<file path="src/rtl/core/lus_fifo.sv">
// Small register queue with show-ahead output, used between the solver stages.
// Depends on nothing but its parameters.
module lus_fifo #(
    parameter int WIDTH = 8,
    parameter int DEPTH = 4
) (
    input  logic             i_clk,
    input  logic             i_rst_n,
    input  logic             i_push,
    output logic             o_full,
    input  logic [WIDTH-1:0] i_data,
    output logic             o_empty,
    input  logic             i_pop,
    output logic [WIDTH-1:0] o_data
);
    localparam int AW = (DEPTH > 1) ? $clog2(DEPTH) : 1;

    logic [WIDTH-1:0] r_mem [DEPTH];
    logic [AW-1:0]    r_wp, r_rp;
    logic [AW:0]      r_cnt;
    logic             do_push, do_pop;

    assign o_full  = (r_cnt == (AW+1)'(DEPTH));
    assign o_empty = (r_cnt == '0);
    assign do_push = i_push && !o_full;
    assign do_pop  = i_pop && !o_empty;
    assign o_data  = r_mem[r_rp];

    always_ff @(posedge i_clk) begin
        if (do_push) begin
            r_mem[r_wp] <= i_data;
        end
    end

    always_ff @(posedge i_clk) begin
        if (!i_rst_n) begin
            r_wp  <= '0;
            r_rp  <= '0;
            r_cnt <= '0;
        end else begin
            if (do_push) begin
                r_wp <= (r_wp == AW'(DEPTH-1)) ? '0 : r_wp + AW'(1);
            end
            if (do_pop) begin
                r_rp <= (r_rp == AW'(DEPTH-1)) ? '0 : r_rp + AW'(1);
            end
            if (do_push && !do_pop) begin
                r_cnt <= r_cnt + (AW+1)'(1);
            end else if (do_pop && !do_push) begin
                r_cnt <= r_cnt - (AW+1)'(1);
            end
        end
    end

    a_cnt_up: assert property (@(posedge i_clk) disable iff (!i_rst_n)
        (do_push && !do_pop) |=> (r_cnt == $past(r_cnt) + (AW+1)'(1)))
        else $error("queue count did not rise on a lone push");
    a_cnt_dn: assert property (@(posedge i_clk) disable iff (!i_rst_n)
        (do_pop && !do_push) |=> (r_cnt == $past(r_cnt) - (AW+1)'(1)))
        else $error("queue count did not fall on a lone pop");
    a_cnt_max: assert property (@(posedge i_clk) disable iff (!i_rst_n)
        (r_cnt <= (AW+1)'(DEPTH)))
        else $error("queue count exceeds its depth");

endmodule

</file>
<file path="config.mk">
export PLATFORM = sky130hd
export DESIGN_NAME = lus_fifo
export DESIGN_NICKNAME = d
export VERILOG_FILES = /design/src/rtl/core/lus_fifo.sv
export SDC_FILE = /design/constraint.sdc
export NUM_CORES = 1
export LEC_CHECK = 0
export ABC_AREA = 1
export CORE_UTILIZATION = 65
export CTS_CLUSTER_DIAMETER = 60
export CTS_CLUSTER_SIZE = 14
export DETAILED_ROUTE_END_ITERATION = 10
export DONT_BUFFER_PORTS = 1
export GPL_ROUTABILITY_DRIVEN = 0
export PLACE_DENSITY = 0.91
export SETUP_SLACK_MARGIN = 0.02
export SYNTH_ARGS = -nofsm -noshare
export SYNTH_HDL_FRONTEND = slang
export SYNTH_SLANG_ARGS = --single-unit
</file>
<file path="constraint.sdc">
create_clock -name i_clk -period 4.6 [get_ports i_clk]
set_input_delay 0 -clock i_clk [delete_from_list [all_inputs] [get_ports i_clk]]
set_output_delay 0 -clock i_clk [all_outputs]
set_load 0.01 [all_outputs]
</file>
==> summary.txt <==
Run status
  • Status: finished clean

Detailed routing
  • Final WL: slightly below 3000 um
  • DRT Pass-1 Iters: 4
  • Vias: between 1000 and 1500
  • Routed length per instance: about 15 um
  • Starting DRT DRC Count: 30
  • Vias per cell: around 5.5
  • DRC: 0
  • Antenna Nets Post-Route: 0

Clock tree
  • H-tree Lvls: 2
  • Root buffer cell: clkbuf_4
  • CTS Sinks: between 40 and 50
  • Clock tree buffer depth: 2
  • Postcts setup bufs: 0
  • Post-CTS sizing: 0
  • Number of buffers created by CTS: 5
  • Clk slew on worst S/H paths: 0.12 ns
  • CTS tree: built
  • Worst-Skew Late Latency: around 0.34 ns

Timing
  • Post-layout minimum cycle time: around 2.1 ns
  • Fmax achieved: between 400 and 500 MHz
  • Final hold vios: 0
  • Crit share post-route: between 40% and 50%
  • Worst setup margin: between 2 and 2.5 ns
  • RSZ-0062 raised after global routing: no
  • Slew margin rel.: between 40% and 50%
  • Setup_tns: 0 ns
  • Worst slew pin tran: 0.785 ns
  • Final clock skew: about 0.0079 ns
  • Count of pins over their slew limit: 0
  • # setup viols final: 0
  • Hold slack: around 0.11 ns

Yosys
  • Post-Syn Instances: around 150
  • Syn avg cell area: roughly 11 um2
  • Area contributors post-synth: edfxtp_1, dfxtp_1, nor2_1
  • Netlist Area Pre-Place: about 1700 um2
  • Sequential fraction of the synthesis area: around two thirds
  • Yosys reg bits: between 40 and 50
  • Synth top area share: 56.8%
  • Dominant cell type by area after synthesis: edfxtp_1
  • Ys Warns: 0
  • Yosys cell types: 18
  • Synth Net Count: ~170

Final layout
  • Nets: 185
  • Area growth, synth to finish: 12.4%
  • Finished Cell Area: 1900 um2
  • Most common cell after layout, fill and taps aside: nor2_1
  • Layout Cells excl Fill: 197
  • Layout cells sized above 1: 7.78%
  • Diodes inserted: 0
  • Highest-count cells in the layout ignoring fill and taps: nor2_1, edfxtp_1, inv_1
  • Final core occ: around three quarters

Global route
  • All-Layer GR Usage: between 20% and 30%
  • Vias in the first global route: 1001
  • Initial antenna violation count: 0
  • Total congestion overflow: 0
  • First-pass GRT wire length: roughly 4300 um
  • Largest net degree at the start of global routing: 18

Setup path
  • Critical Path Max Stage Delay: approximately 0.54 ns
  • Worst path cell trace: nor2_1 > nand2_1 > nand2_2 > nand2_1 > nand2_1 > dlygate4sd3_1 > nor2_1 > dlygate4sd3_1
  • Slowest CP cell: dlygate4sd3_1
  • Critical Path End Type: flop
  • Required @ worst endpoint: roughly 4.8 ns
  • WS Path Type: flop to flop
  • Reg2reg start: r_cnt[1]
  • CP most frequent cell: nand2_1
  • Maximum fanout along the worst path: 7
  • Critical path data arrival time: 2.37 ns
  • Critical Path Source Type: flop
  • Crit path launch: r_cnt[1]

Placement
  • Setup slack at placement: ~2.7 ns
  • Detail Placement HPWL: between 1500 and 2000 um
  • Post-Place Cells: 176
  • Count of input and output buffers: 0
  • Placement Cell Area: roughly 1700 um2

Floorplanning
  • Die width: ~53 um
  • Core outline area: ~2500 um2
  • # IOs: 22
  • Die footprint: approximately 2800 um2
  • Rows: 18
  • Die Y-Extent: 53.0 um
  • Starting Density: between 60% and 70%

Pwr
  • Power Total: just over 1 mW
  • Peak supply drop: ~0.48 mV
  • Leak Pwr: between 0.7 and 0.8 nW
  • Power Density: between 500 and 600 nW/um2

Worst hold path
  • Hold_sp: i_push
  • Worst hold path class: input port to flop

Run
  • # Max-Cap Violations: 0
-- layer usage --
| layer | track usage, % | wire (um) |
|---|---|---|
| met3 | 4.89 | 132 |
| met5 | 0 | 0 |
| met4 | 15.4 | 26 |
| met1 | 27.0 | 1240 |
| met2 | 37.3 | 1510 |
-- state kept, by name, summed over array words and instances, names as in the netlist, named ones only --
| name | cells |
|---|---|
| r_wp | 2 |
| r_cnt | 3 |
| r_mem | 32 |
| r_rp | 2 |
-- power by group --
group / leakage [nW] / switching (mW) / internal [mW]
sequential: 0.368 / 0.0497 / 0.461
combinational: 0.335 / 0.206 / 0.102
clock: 0.0382 / 0.116 / 0.0746
total: 0.741 / 0.371 / 0.637
-- cells by family (layout without fill, tap and decap cells) --
group / Yosys count / count (layout) / synth area share [%]
AND/OR/NAND/NOR: 51 / 51 / 11.9
flip-flops: 41 / 41 / 67.4
AO/OA/AOI/OAI: 28 / 28 / 9.53
buffers and inverters: 21 / 40 / 5.54
adder cells (fa/ha/maj): 7 / 7 / 5.62
-- path summary, 6_finish.rpt --
check	to	slack, ns	depth (start not counted)
worst max register to register	r_wp[0]	2.47	8
worst min-delay path	r_cnt[0]	0.11	4
worst max-delay path	r_wp[0]	2.47	8
worst min register to register	r_cnt[0]	0.54	2
-- Yosys cell counts (all sizes together) --
cell type	instances
o22ai	8
nand4	1
edfxtp	32
buf	2
a21oi	2
nand2	15
nand3	1
inv	19
o21ai	18
dfxtp	9
ha	6
fa	1
nor2	33
nand3b	1
-- cell type report --
cell class                      instances  area (um2)
Clock buffer                            6        51.3
Clock inverter                          2        13.8
Fill cell                             159         574
Inverter                               19        71.3
Multi-Input combinational cell         86         458
Sequential cell                        41        1140
Tap cell                               30        37.5
Timing Repair Buffer                   13         130
-- worst max-delay path: cells and delay by family (launching register included) --
family	cells	cell delay, ns
DFF	1	0.36
and+or+nand+nor	6	0.58
buffers and inverters	2	1.08
-- repair_timing --
item                                    CTS  global route
hold buffers                             13             0
hold endpoints to repair                 41             0
endpoints found under the setup margin    0             0
Note: power is estimated with default switching activity, not from simulation.
