--- src/rtl/core/lus_pkg.sv ---
// Shared types, constants and the micro-op table of the 3x3 LU solver.
// Used by lus_front, lus_engine and lu_solve_3x3_top; depends on nothing.
package lus_pkg;

    localparam int DW              = 32;
    localparam int FRAC_BITS_DEF   = 16;
    localparam int QUEUE_DEPTH_DEF = 4;
    localparam int NFIELD          = 12;
    localparam int NSLOT           = 25;
    localparam int SLOT_W          = 5;
    localparam int PC_W            = 5;

    localparam logic [1:0] ST_OK  = 2'd0;
    localparam logic [1:0] ST_PIV = 2'd1;
    localparam logic [1:0] ST_SAT = 2'd2;

    localparam logic [1:0] OP_MUL = 2'd0;
    localparam logic [1:0] OP_SUB = 2'd1;
    localparam logic [1:0] OP_DIV = 2'd2;
    localparam logic [1:0] OP_OUT = 2'd3;

    localparam logic [SLOT_W-1:0] R_U11 = 5'd0;
    localparam logic [SLOT_W-1:0] R_U12 = 5'd1;
    localparam logic [SLOT_W-1:0] R_U13 = 5'd2;
    localparam logic [SLOT_W-1:0] R_A21 = 5'd3;
    localparam logic [SLOT_W-1:0] R_A22 = 5'd4;
    localparam logic [SLOT_W-1:0] R_A23 = 5'd5;
    localparam logic [SLOT_W-1:0] R_A31 = 5'd6;
    localparam logic [SLOT_W-1:0] R_A32 = 5'd7;
    localparam logic [SLOT_W-1:0] R_A33 = 5'd8;
    localparam logic [SLOT_W-1:0] R_R1  = 5'd9;
    localparam logic [SLOT_W-1:0] R_R2  = 5'd10;
    localparam logic [SLOT_W-1:0] R_R3  = 5'd11;
    localparam logic [SLOT_W-1:0] R_L21 = 5'd12;
    localparam logic [SLOT_W-1:0] R_L31 = 5'd13;
    localparam logic [SLOT_W-1:0] R_U22 = 5'd14;
    localparam logic [SLOT_W-1:0] R_U23 = 5'd15;
    localparam logic [SLOT_W-1:0] R_L32 = 5'd16;
    localparam logic [SLOT_W-1:0] R_U33 = 5'd17;
    localparam logic [SLOT_W-1:0] R_Y2  = 5'd18;
    localparam logic [SLOT_W-1:0] R_Y3  = 5'd19;
    localparam logic [SLOT_W-1:0] R_X3  = 5'd20;
    localparam logic [SLOT_W-1:0] R_X2  = 5'd21;
    localparam logic [SLOT_W-1:0] R_X1  = 5'd22;
    localparam logic [SLOT_W-1:0] R_T1  = 5'd23;
    localparam logic [SLOT_W-1:0] R_T2  = 5'd24;

    typedef struct packed {
        logic signed [DW-1:0] a11;
        logic signed [DW-1:0] a12;
        logic signed [DW-1:0] a13;
        logic signed [DW-1:0] a21;
        logic signed [DW-1:0] a22;
        logic signed [DW-1:0] a23;
        logic signed [DW-1:0] a31;
        logic signed [DW-1:0] a32;
        logic signed [DW-1:0] a33;
        logic signed [DW-1:0] rhs1;
        logic signed [DW-1:0] rhs2;
        logic signed [DW-1:0] rhs3;
    } t_in_item;

    typedef struct packed {
        logic signed [DW-1:0] sol1;
        logic signed [DW-1:0] sol2;
        logic signed [DW-1:0] sol3;
        logic [1:0]           status;
    } t_out_item;

    typedef struct packed {
        t_in_item item;
        logic     piv0;
    } t_job;

    typedef struct packed {
        logic [1:0]        kind;
        logic [SLOT_W-1:0] a;
        logic [SLOT_W-1:0] b;
        logic [SLOT_W-1:0] d;
        logic              zchk;
    } t_uop;

    typedef struct packed {
        logic                 sat;
        logic signed [DW-1:0] val;
    } t_clamp;

    function automatic t_clamp clamp64(input logic signed [63:0] v);
        t_clamp c;
        if (v > 64'sd2147483647) begin
            c.sat = 1'b1;
            c.val = 32'sh7fffffff;
        end else if (v < -64'sd2147483648) begin
            c.sat = 1'b1;
            c.val = 32'sh80000000;
        end else begin
            c.sat = 1'b0;
            c.val = v[DW-1:0];
        end
        return c;
    endfunction

    function automatic logic signed [DW-1:0] get_field(input t_in_item it,
                                                       input logic [3:0] idx);
        logic signed [DW-1:0] v;
        case (idx)
            4'd0:    v = it.a11;
            4'd1:    v = it.a12;
            4'd2:    v = it.a13;
            4'd3:    v = it.a21;
            4'd4:    v = it.a22;
            4'd5:    v = it.a23;
            4'd6:    v = it.a31;
            4'd7:    v = it.a32;
            4'd8:    v = it.a33;
            4'd9:    v = it.rhs1;
            4'd10:   v = it.rhs2;
            4'd11:   v = it.rhs3;
            default: v = '0;
        endcase
        return v;
    endfunction

    function automatic t_uop uop_rom(input logic [PC_W-1:0] pc);
        t_uop u;
        case (pc)
            5'd0:    u = '{OP_DIV, R_A21, R_U11, R_L21, 1'b0};
            5'd1:    u = '{OP_DIV, R_A31, R_U11, R_L31, 1'b0};
            5'd2:    u = '{OP_MUL, R_L21, R_U12, R_T1,  1'b0};
            5'd3:    u = '{OP_SUB, R_A22, R_T1,  R_U22, 1'b1};
            5'd4:    u = '{OP_MUL, R_L21, R_U13, R_T1,  1'b0};
            5'd5:    u = '{OP_SUB, R_A23, R_T1,  R_U23, 1'b0};
            5'd6:    u = '{OP_MUL, R_L31, R_U12, R_T1,  1'b0};
            5'd7:    u = '{OP_SUB, R_A32, R_T1,  R_T1,  1'b0};
            5'd8:    u = '{OP_DIV, R_T1,  R_U22, R_L32, 1'b0};
            5'd9:    u = '{OP_MUL, R_L31, R_U13, R_T1,  1'b0};
            5'd10:   u = '{OP_SUB, R_A33, R_T1,  R_T2,  1'b0};
            5'd11:   u = '{OP_MUL, R_L32, R_U23, R_T1,  1'b0};
            5'd12:   u = '{OP_SUB, R_T2,  R_T1,  R_U33, 1'b1};
            5'd13:   u = '{OP_MUL, R_L21, R_R1,  R_T1,  1'b0};
            5'd14:   u = '{OP_SUB, R_R2,  R_T1,  R_Y2,  1'b0};
            5'd15:   u = '{OP_MUL, R_L31, R_R1,  R_T1,  1'b0};
            5'd16:   u = '{OP_SUB, R_R3,  R_T1,  R_T2,  1'b0};
            5'd17:   u = '{OP_MUL, R_L32, R_Y2,  R_T1,  1'b0};
            5'd18:   u = '{OP_SUB, R_T2,  R_T1,  R_Y3,  1'b0};
            5'd19:   u = '{OP_DIV, R_Y3,  R_U33, R_X3,  1'b0};
            5'd20:   u = '{OP_MUL, R_U23, R_X3,  R_T1,  1'b0};
            5'd21:   u = '{OP_SUB, R_Y2,  R_T1,  R_T1,  1'b0};
            5'd22:   u = '{OP_DIV, R_T1,  R_U22, R_X2,  1'b0};
            5'd23:   u = '{OP_MUL, R_U12, R_X2,  R_T1,  1'b0};
            5'd24:   u = '{OP_SUB, R_R1,  R_T1,  R_T1,  1'b0};
            5'd25:   u = '{OP_MUL, R_U13, R_X3,  R_T2,  1'b0};
            5'd26:   u = '{OP_SUB, R_T1,  R_T2,  R_T1,  1'b0};
            5'd27:   u = '{OP_DIV, R_T1,  R_U11, R_X1,  1'b0};
            default: u = '{OP_OUT, R_X2,  R_X3,  R_X1,  1'b0};
        endcase
        return u;
    endfunction

endpackage

--- src/rtl/core/lus_front.sv ---
// Input stage of the solver: registers each system and flags a zero leading pivot.
// Depends on lus_pkg.
module lus_front (
    input  logic              i_clk,
    input  logic              i_rst_n,
    input  logic              push,
    output logic              full,
    input  lus_pkg::t_in_item i_item,
    output logic              o_push,
    input  logic              i_full,
    output lus_pkg::t_job     o_job
);
    import lus_pkg::*;

    logic r_vld;
    t_job r_job;
    logic acc;

    assign full   = r_vld && i_full;
    assign acc    = push && !full;
    assign o_push = r_vld;
    assign o_job  = r_job;

    always_ff @(posedge i_clk) begin
        if (!i_rst_n) begin
            r_vld <= 1'b0;
        end else if (acc) begin
            r_vld <= 1'b1;
        end else if (!i_full) begin
            r_vld <= 1'b0;
        end
    end

    always_ff @(posedge i_clk) begin
        if (acc) begin
            r_job.item <= i_item;
            r_job.piv0 <= (i_item.a11 == '0);
        end
    end

endmodule

--- config.mk ---
export PLATFORM = sky130hd
export DESIGN_NAME = lus_front
export DESIGN_NICKNAME = d
export VERILOG_FILES = /design/src/rtl/core/lus_pkg.sv /design/src/rtl/core/lus_front.sv
export SDC_FILE = /design/constraint.sdc
export NUM_CORES = 1
export LEC_CHECK = 0
export BUFFER_PORTS_ARGS = -buffer_cell sky130_fd_sc_hd__buf_4
export CAP_MARGIN = 5
export CELL_PAD_IN_SITES_DETAIL_PLACEMENT = 0
export CELL_PAD_IN_SITES_GLOBAL_PLACEMENT = 1
export CORE_AREA = 2 2 302 304
export CTS_BUF_LIST = sky130_fd_sc_hd__clkbuf_8 sky130_fd_sc_hd__clkbuf_16
export CTS_CLUSTER_SIZE = 16
export DETAILED_ROUTE_END_ITERATION = 6
export DIE_AREA = 0 0 304 306
export GPL_TIMING_DRIVEN = 0
export PLACE_DENSITY_LB_ADDON = 0.15
export SLEW_MARGIN = 10
export SYNTH_ARGS = -nofsm -noshare
export SYNTH_HDL_FRONTEND = slang
export SYNTH_SLANG_ARGS = --single-unit
--- constraint.sdc ---
create_clock -name i_clk -period 23.2 [get_ports i_clk]
set_input_delay 4.64 -clock i_clk [delete_from_list [all_inputs] [get_ports i_clk]]
set_output_delay 4.64 -clock i_clk [all_outputs]
set_load 0.01 [all_outputs]
==> results by group, run 1 <==
Finish
  – Multi-input logic area: around 100 um^2
  – Area delta synth->final: 78.2%
  – Design area: 20800 um^2
  – Final nets: approximately 1.6k
  – Layout cells sized above 1: 0.670
  – # fillers: 9428
  – Commonest non-fill, non-tap cell in the layout: buf_4
  – Sequential Area: 11600 um^2
  – Commonest non-fill, non-tap cells in the layout: buf_4 (774), edfxtp_1 (385), clkbuf_16 (49)
  – Final std cells w/o fill: ~2.5k

Setup path
  – Worst Setup Start Kind: input pin
  – Crit end category: output port
  – Worst Path Required: around 19 ns
  – Critical Path AT: 5.13 ns
  – CP Max Fanout: 3
  – Crit path kind: in -> out

STA
  – Worst Skew: 0.0159 ns
  – Final Hold Viols: 0
  – Final worst path period share: 0.421
  – Worst hold slack: approximately 0.74 ns
  – Setup violators final: 0
  – Fmax: slightly above 0.1 GHz
  – Setup TNS: 0 ns
  – RSZ-0062 raised after global routing: false
  – Slew of the pin with the lowest slew margin: between 0.4 and 0.5 ns
  – Rel. slew slack: 0.687
  – Crit path time final: 9.77 ns
  – Max-slew violations: 0

Hold path
  – Hold Crit Class: reg -> reg

Clocking
  – Clock Latency Late Sink: 0.59 ns
  – Clk pin slew, worst setup/hold paths: about 0.050 ns
  – CTS tree: built
  – CTS Hold Bufs: 0
  – Longest Clk Path Bufs: 3
  – CTS sink count: between 300 and 400
  – CTS buffer count: a little under 50
  – H-tree level count: 2
  – Setup repair bufs after CTS: 0
  – Root Buffer: clkbuf_16
  – # resized after CTS: 0

Synthesis
  – Area leader, netlist: edfxtp_1
  – Syn_nets: about 790
  – Synth Instances: 400
  – Post-Syn Area per Cell: slightly below 30 um^2
  – Yosys top cell area share: 0.990
  – Seq cells post-synth: 386
  – Synth cell types: 9
  – Register area share after synthesis: 0.992
  – Yosys warnings: 0
  – Largest cells by area after synthesis: edfxtp_1 (99%), nor4_1 (0.38%), dfxtp_1 (0.17%)
  – Mapped Area: approximately 12000 um^2

Floorplanning
  – Initial Utilization: 0.130
  – Die Height: slightly above 300 um
  – # rows: 110
  – Die W: between 300 and 400 um
  – Die ar.: 93000 um^2
  – # IOs: 775
  – Core area: around 90000 um^2

Routing
  – Initial DRC Count: 335
  – Via count: 7457
  – Post-DR wirelength/cell: about 19 um
  – Remaining DRCs: 0
  – Total wire length: around 46000 um
  – Antenna-violating nets left: 0
  – DRT Pass-1 Iters: 4
  – Vias per cell: between 3 and 4

Global route
  – Initial antenna violation count: 8
  – GRT Resource Usage Total: 0.0953
  – Vias in the first global route: just under 8k
  – First-pass GRT wire length: around 62000 um
  – Pin count of the biggest net entering global routing: 31
  – Total gr overflow: 0

Run
  – Maxcap violations: 0

Placed design
  – PortBufs: 774
  – Dpl hpwl: around 38000 um
  – Area after DPL: 19300 um^2
  – Dpl cells: 2366
  – Gp weighted congestion: 0.705

Pwr
  – Leakage power of the design: about 8.4 nW
  – Power per cell area: ~80 nW/um^2
  – VDD IR-drop max: 0.0438 mV
  – Tot Pwr: 0.00171 W

Status
  – Status: completed
state kept, by name, indices dropped and copies added (netlist names):
| register | flops |
|---|---|
| o_job | 385 |
| o_push | 1 |
layout make-up:
class                           instances  area share
Timing Repair Buffer                  790       0.296
Clock inverter                         39      0.0123
Tap cell                             1176      0.0707
Clock buffer                           49      0.0589
Sequential cell                       386       0.557
Multi-Input combinational cell         14     0.00481
Antenna cell                            3    0.000361
per-layer routing:
layer,vias to the layer above,track usage,wire (um)
met5,-,0,12
met4,2,0.0281,797
met3,54,0.0449,4590
met2,417,0.178,25600
met1,3634,0.0931,15500
li1,3350,-,-
power by group:
| group | switching, W | internal [W] |
|---|---|---|
| combinational | 0.0000733 | 0.0000934 |
| sequential | 0.0000119 | 0.000817 |
| clock | 0.000301 | 0.000415 |
| total | 0.000386 | 0.00132 |
per-stage QoR:
step | worst slack, ns | util
final | 13.43 | 0.232
after global routing | 13.42 | 0.232
after CTS | 13.43 | 0.232
after detailed placement | 13.43 | 0.216
after global placement | -9.18 | 0.212
after floorplan | 0.282 | -
synthesized netlist by cell type:
library cell and number:
nand4_1 2, dfxtp_1 1, nor2b_1 1, nor4_2 1
and2_1 1, o21a_1 1, nor2_1 1, nor4_1 7
edfxtp_1 385
path summary, 6_finish.rpt:
path,start,to,slack (ns),cells after the start
setup / recovery,i_full,full,13.43,3
hold / removal,o_push,o_push,0.74,2
setup reg to reg,o_push,o_job[237],20.71,9
hold reg to reg,o_push,o_push,0.74,2
worst max-delay path, cell delays in order:
cell and delay [ns]:
buf_4 0.10, and2_1 0.21, buf_4 0.17
logic make-up after synthesis:
logic type,synth area share
AND/OR/NAND/NOR,0.00729
AO/OA/AOI/OAI,0.000643
flip-flops,0.992
Note: power is estimated with default switching activity, not from simulation.
==> run 2, diff against run 1 <==
==> constraint.sdc (replaced) <==
create_clock -name i_clk -period 8.8 [get_ports i_clk]
set_input_delay 1.76 -clock i_clk [delete_from_list [all_inputs] [get_ports i_clk]]
set_output_delay 1.76 -clock i_clk [all_outputs]
set_load 0.01 [all_outputs]
==> run 2 against run 1 <==
Cell area is essentially flat. Non-clock buffer count did not move. First-iteration DRC count shrank 4.8%. Combinational power rose to 2.6 times the previous value. Routed wire length is 3.2% lower. Register-to-register slack got worse by 14 ns. Sequential cell count unchanged. Clock skew increased by 0.0028 ns. Hold slack worse by 0.048 ns. Setup slack worse by 8.6 ns.
==> results by group, run 2 (synthesis gave the netlist of run 1 again) <==
Clocking
  – Clk pin slew, worst setup/hold paths: 0.06 ns (was 0.05 ns)
  – CTS Hold Bufs: 0 (unchanged)
  – Setup repair bufs after CTS: 0 (unchanged)
  – CTS buffer count: 48 (was 49)
  – Longest Clk Path Bufs: 3 (unchanged)
  – CTS sink count: 386 (unchanged)
  – Clock Latency Late Sink: 0.59 ns (about the same)
  – H-tree level count: 2 (unchanged)
  – # resized after CTS: 0 (unchanged)
  – CTS tree: built (unchanged)
  – Root Buffer: clkbuf_16 (unchanged)

Floorplanning
  – Initial Utilization: 0.130 (unchanged)
  – Die W: 304 um (unchanged)
  – Die Height: 306 um (unchanged)
  – Core area: 89600 um^2 (unchanged)
  – # rows: 110 (unchanged)
  – # IOs: 775 (unchanged)
  – Die ar.: 93000 um^2 (unchanged)

Setup path
  – Crit path max-delay family: buffers and inverters (unchanged)
  – Worst Path Required: 7.04 ns (was 18.56 ns)
  – Worst path max stage delay: 0.19 ns (was 0.21 ns)
  – CP Buf/Inv Count: 2 (unchanged)
  – Worst Setup Start Kind: input pin (unchanged)
  – Crit path kind: in -> out (unchanged)
  – Cell mode on critical path: buf_4 (unchanged)
  – Critical Path Stages: 3 (unchanged)
  – CP cell instances: buf_4 > and2_1 > buf_4 (unchanged)
  – R2R cell count: 7 (was 9)
  – Crit end category: output port (unchanged)
  – CP Max Fanout: 3 (unchanged)
  – Critical Path AT: 2.21 ns (was 5.13 ns)
  – CP max-delay cell: and2_1 (unchanged)

Finish
  – Commonest non-fill, non-tap cell in the layout: buf_4 (unchanged)
  – Commonest non-fill, non-tap cells in the layout: buf_4 (774), edfxtp_1 (385), clkbuf_16 (49) (unchanged)
  – Area delta synth->final: 78.0% (was 78.2%)
  – Final nets: 1628 (was 1629)
  – Largest register FFs: 385 (unchanged)
  – # fillers: 9448 (was 9428)
  – Layout cells sized above 1: 0.668 (was 0.670)
  – Final core utilization: 0.232 (about the same)

STA
  – Worst Skew: 0.0187 ns (was 0.0159 ns)
  – Final worst path period share: 0.451
  – Slew of the pin with the lowest slew margin: 0.715 ns (was 0.465 ns)
  – Fmax: approximately 0.25 GHz
  – Rel. slew slack: 0.522 (was 0.687)
  – Max-slew violations: 0 (unchanged)
  – Final Hold Viols: 0 (unchanged)
  – RSZ-0062 raised after global routing: false (unchanged)
  – Crit path time final: roughly 4.0 ns
  – Worst hold slack: 0.689 ns (was 0.737 ns)
  – Setup violators final: 0 (unchanged)

Placed design
  – PortBufs: 774 (unchanged)
  – Dpl hpwl: 36300 um (was 37600 um)
  – Gp weighted congestion: 0.724 (was 0.705)

Global route
  – Layer with the highest usage: met2 (unchanged)
  – Total gr overflow: 0 (unchanged)
  – First-pass GRT wire length: 61600 um (was 62300 um)
  – Vias in the first global route: 8231 (was 7890)
  – Met3 usage: 0.0506 (was 0.0449)
  – Pin count of the biggest net entering global routing: 31 (unchanged)
  – Initial antenna violation count: 3 (was 8)
  – M1 GR Usage: 0.0825 (was 0.0931)
  – GR Util met2: 0.176 (was 0.178)
  – GRT Resource Usage Total: 0.0931 (was 0.0953)

Routing
  – Post-DR wirelength/cell: 18.3 um (was 18.9 um)
  – Via count: 7398 (was 7457)
  – DRT Pass-1 Iters: 4 (unchanged)
  – Vias per cell: 3.02 (was 3.04)
  – Initial DRC Count: 319 (was 335)
  – Remaining DRCs: 0 (unchanged)
  – Antenna-violating nets left: 0 (unchanged)
  – Total wire length: 45000 um (was 46400 um)

Pwr
  – Leakage power of the design: 8.40 nW (was 8.39 nW)
  – VDD IR-drop max: 0.129 mV (was 0.0438 mV)
  – Power per cell area: 216 nW/um^2 (was 82.2 nW/um^2)

Hold path
  – Hold Crit Class: reg -> reg (unchanged)
  – Worst Hold Depth: 2 (unchanged)

Status
  – Status: completed (unchanged)

Run
  – Maxcap violations: 0 (unchanged)
[run 2: cell types whose count changed in the layout (fill, tap and decap cells not counted)]
cell	before	now
clkinv_1	15	10
inv_1	9	14
clkinv_2	7	3
buf_12	12	10
buf_16	4	6
diode_2	3	1
clkinv_4	1	0
[run 2: cell type report]
cell class,count,area [um^2],share of cell area
tap,1176,1470,0.0708
timing repair buffer,790,6180,0.297
clock buffer,49,1230,0.0590
clock inverter,34,228,0.0110
sequential,386,11600,0.557
antenna,1,2.50,0.000120
multi-input combinational,14,100,0.00482
[run 2: path summary, 6_finish.rpt]
kind | start | end | slack (ns)
worst max register to register | o_push | o_job[180] | 6.25
worst min-delay path | o_push | o_push | 0.69
worst max-delay path | i_full | full | 4.83
worst min register to register | o_push | o_push | 0.69
[run 2: metrics by stage]
step           setup slack, ns  instances  power [W]  TNS, ns  cell area, um^2
4_1_cts                   4.82       2449    0.00460        0            20800
3_3_place_gp             -2.58       2350    0.00268  -961.72            19000
5_1_grt                   4.81       2450    0.00468        0            20800
3_5_place_dp              4.63       2366    0.00268        0            19300
2_1_floorplan            0.642        400    0.00233        0            11700
6_report                  4.83       2450    0.00449        0            20800
[run 2: worst min-delay path: cells and delay by family, from the launching register on]
kind / cells / cell delay [ns]
DFF: 1 / 0.33
and+or+nand+nor: 1 / 0.20
AOI/OAI and AO/OA: 1 / 0.13
[run 2: per-layer routing]
| metal | vias up | share of wire |
|---|---|---|
| met4 | 4 | 0.028 |
| met3 | 77 | 0.12 |
| met1 | 3523 | 0.31 |
| li1 | 3350 | - |
| met5 | - | 0.00049 |
| met2 | 444 | 0.55 |
[run 2: power by group]
| part | total [W] | switching [W] | internal (W) |
|---|---|---|---|
| sequential | 0.00218 | 0.0000300 | 0.00215 |
| clock | 0.00186 | 0.000777 | 0.00108 |
| combinational | 0.000440 | 0.000193 | 0.000247 |
==> run 3, diff against run 2 <==
==> constraint.sdc (replaced) <==
create_clock -name i_clk -period 3.65 [get_ports i_clk]
set_input_delay 0.73 -clock i_clk [delete_from_list [all_inputs] [get_ports i_clk]]
set_output_delay 0.73 -clock i_clk [all_outputs]
set_load 0.01 [all_outputs]
==> run 3 against run 2 <==
Register-to-register slack worse by 5.1 ns. Combinational power is 140% higher. Setup slack got worse by 3.7 ns. Cell count grew 0.29%. Clock skew decreased by 0.0044 ns. Core utilization increased by 0.19 points. First-iteration DRC count shrank 22%. Die area unchanged. Largest cell class unchanged. Highest routed layer unchanged.
==> results by group, run 3 (synthesis gave the netlist of run 1 again) <==
Floorplanning
  – Core area: 89600 um^2 (unchanged)
  – Die W: 304 um (unchanged)
  – # IOs: 775 (unchanged)
  – # rows: 110 (unchanged)
  – Die ar.: 93000 um^2 (unchanged)
  – Initial Utilization: 0.130 (unchanged)
  – Die Height: 306 um (unchanged)

Routing
  – Via count: 7392 (was 7398)
  – Initial DRC Count: 248 (was 319)
  – Remaining DRCs: 0 (unchanged)
  – Total wire length: 45900 um (was 45000 um)
  – DRT Pass-1 Iters: 4 (unchanged)
  – Antenna-violating nets left: 0 (unchanged)
  – Vias per cell: 3.01 (was 3.02)
  – Post-DR wirelength/cell: 18.7 um (was 18.3 um)

Clocking
  – Root Buffer: clkbuf_16 (unchanged)
  – CTS buffer count: 49 (was 48)
  – CTS sink count: 386 (unchanged)
  – Clk pin slew, worst setup/hold paths: 0.06 ns (about the same)
  – Setup repair bufs after CTS: 0 (unchanged)
  – CTS tree: built (unchanged)
  – H-tree level count: 2 (unchanged)
  – Clock Latency Late Sink: 0.58 ns (was 0.59 ns)
  – # resized after CTS: 0 (unchanged)
  – CTS Hold Bufs: 0 (unchanged)
  – Longest Clk Path Bufs: 3 (unchanged)

Pwr
  – Combinational power share: 0.095 (was 0.098)
  – Psw: 0.00246 W (was 0.00100 W)
  – Internal power: 0.00872 W (was 0.00349 W)
  – Reg power frac: 0.471 (was 0.487)
  – Leakage power of the design: 8.47 nW (was 8.40 nW)
  – Tot Pwr: 0.0112 W (was 0.00449 W)
  – Power per cell area: 533 nW/um^2 (was 216 nW/um^2)
  – VDD IR-drop max: 0.303 mV (was 0.129 mV)
  – Fraction of power spent switching nets: 0.220 (was 0.223)
  – Clock share of power: 0.433 (was 0.415)

Setup path
  – Worst path max stage delay: 0.46 ns (was 0.19 ns)
  – Crit end category: flop (was output port)
  – CP Max Fanout: 29 (was 3)
  – CP cell instances: and2_4 > nor2b_4 > buf_16 > buf_16 > buf_12 > buf_12 > buf_16 > buf_12 (was buf_4 > and2_1 > buf_4)
  – Critical Path AT: 2.78 ns (was 2.21 ns)
  – Worst Setup Start Kind: flop (was input pin)
  – Worst Path Required: 3.92 ns (was 7.04 ns)
  – R2R setup slack: 1.14 ns (was 6.25 ns)
  – CP max-delay cell: nor2b_4 (was and2_1)
  – Crit path kind: reg -> reg (was in -> out)

Global route
  – Total gr overflow: 0 (unchanged)
  – GRT Resource Usage Total: 0.0945 (was 0.0931)
  – Pin count of the biggest net entering global routing: 31 (unchanged)
  – First-pass GRT wire length: 62200 um (was 61600 um)
  – Vias in the first global route: 8160 (was 8231)
  – Initial antenna violation count: 8 (was 3)

STA
  – Setup violators final: 0 (unchanged)
  – Worst Skew: 0.0144 ns (was 0.0187 ns)
  – Crit path time final: about 2.5 ns
  – Slew of the pin with the lowest slew margin: 0.562 ns (was 0.715 ns)
  – PnR worst setup slack: 1.14 ns (was 4.83 ns)
  – Fmax: roughly 0.4 GHz
  – Final worst path period share: 0.688
  – Max-slew violations: 0 (unchanged)
  – Final Hold Viols: 0 (unchanged)
  – Rel. slew slack: 0.625 (was 0.522)
  – RSZ-0062 raised after global routing: false (unchanged)

Placed design
  – Dpl cells: 2367 (was 2366)
  – Post-Place Worst Slack: 0.535 ns (was 4.63 ns)
  – Dpl hpwl: 37100 um (was 36300 um)
  – PortBufs: 774 (unchanged)
  – Area after DPL: 19400 um^2 (was 19300 um^2)
  – Gp weighted congestion: 0.708 (was 0.724)

Status
  – Status: completed (unchanged)

Finish
  – Layout cells sized above 1: 0.674 (was 0.668)
  – Commonest non-fill, non-tap cells in the layout: buf_4 (774), edfxtp_1 (385), clkbuf_16 (49) (unchanged)
  – Final nets: 1630 (was 1628)
  – Multi-input logic area: 103 um^2 (was 100 um^2)
  – Final core utilization: 0.234 (was 0.232)
  – Commonest non-fill, non-tap cell in the layout: buf_4 (unchanged)
  – Design area: 21000 um^2 (was 20800 um^2)
  – Final std cells w/o fill: 2457 (was 2450)
  – Largest register FFs: 385 (unchanged)
  – Area delta synth->final: 79.5% (was 78.0%)
  – Sequential Area: 11600 um^2 (unchanged)
  – # fillers: 9409 (was 9448)

Run
  – Maxcap violations: 0 (unchanged)

Hold path
  – Hold Crit Class: in -> reg (was reg -> reg)
## run 3: changes by cell type in the layout (fill, tap and decap cells not counted), moves of 2 or more
| cell | before | now |
|---|---|---|
| clkinv_2 | 3 | 7 |
| buf_16 | 6 | 8 |
| inv_1 | 14 | 11 |
| bufinv_16 | 3 | 7 |
## run 3: final timing paths
| path | from | cells past startpoint | to |
|---|---|---|---|
| max | o_push | 8 | o_job[75] |
| min | i_item[249] | 1 | o_job[250] |
| max reg2reg | o_push | 8 | o_job[75] |
| min reg2reg | o_push | 2 | o_push |
## run 3: final cells by class
type / count / share of cell area
sequential: 386 / 0.553
clock buffer: 49 / 0.0585
tap: 1176 / 0.0702
timing repair buffer: 791 / 0.296
antenna: 2 / 0.000239
clock inverter: 39 / 0.0173
multi-input combinational: 14 / 0.00490
## run 3: through the flow
step           hold WS (ns)  TNS [ns]
6_report              0.312         0
5_1_grt               0.255         0
4_1_cts               0.229         0
2_1_floorplan         0.676  -1294.42
3_5_place_dp          0.620         0
3_3_place_gp          0.609  -2537.41
## run 3: worst max-delay path, delay by kind of cell, from the launching register on
kind / cells / cell delay (ns)
buffers and inverters: 6 / 1.21
and+or+nand+nor: 2 / 0.61
DFF: 1 / 0.31
## run 3: power by group through the flow
stage | clock (W) | sequential, W | combinational [W]
6_report | 0.00484 | 0.00527 | 0.00107
4_1_cts | 0.00509 | 0.00528 | 0.00110
5_1_grt | 0.00522 | 0.00529 | 0.00114
3_3_place_gp | 0 | 0.00544 | 0.00103
2_1_floorplan | 0 | 0.00553 | 0.0000804
3_5_place_dp | 0 | 0.00537 | 0.00110
## run 3: layer usage
layer	track usage	routed length (um)	vias up
met3	0.0548	5730	74
met5	0	52	-
met2	0.181	25600	456
met4	0.0367	1270	10
li1	-	-	3353
met1	0.0786	13300	3499
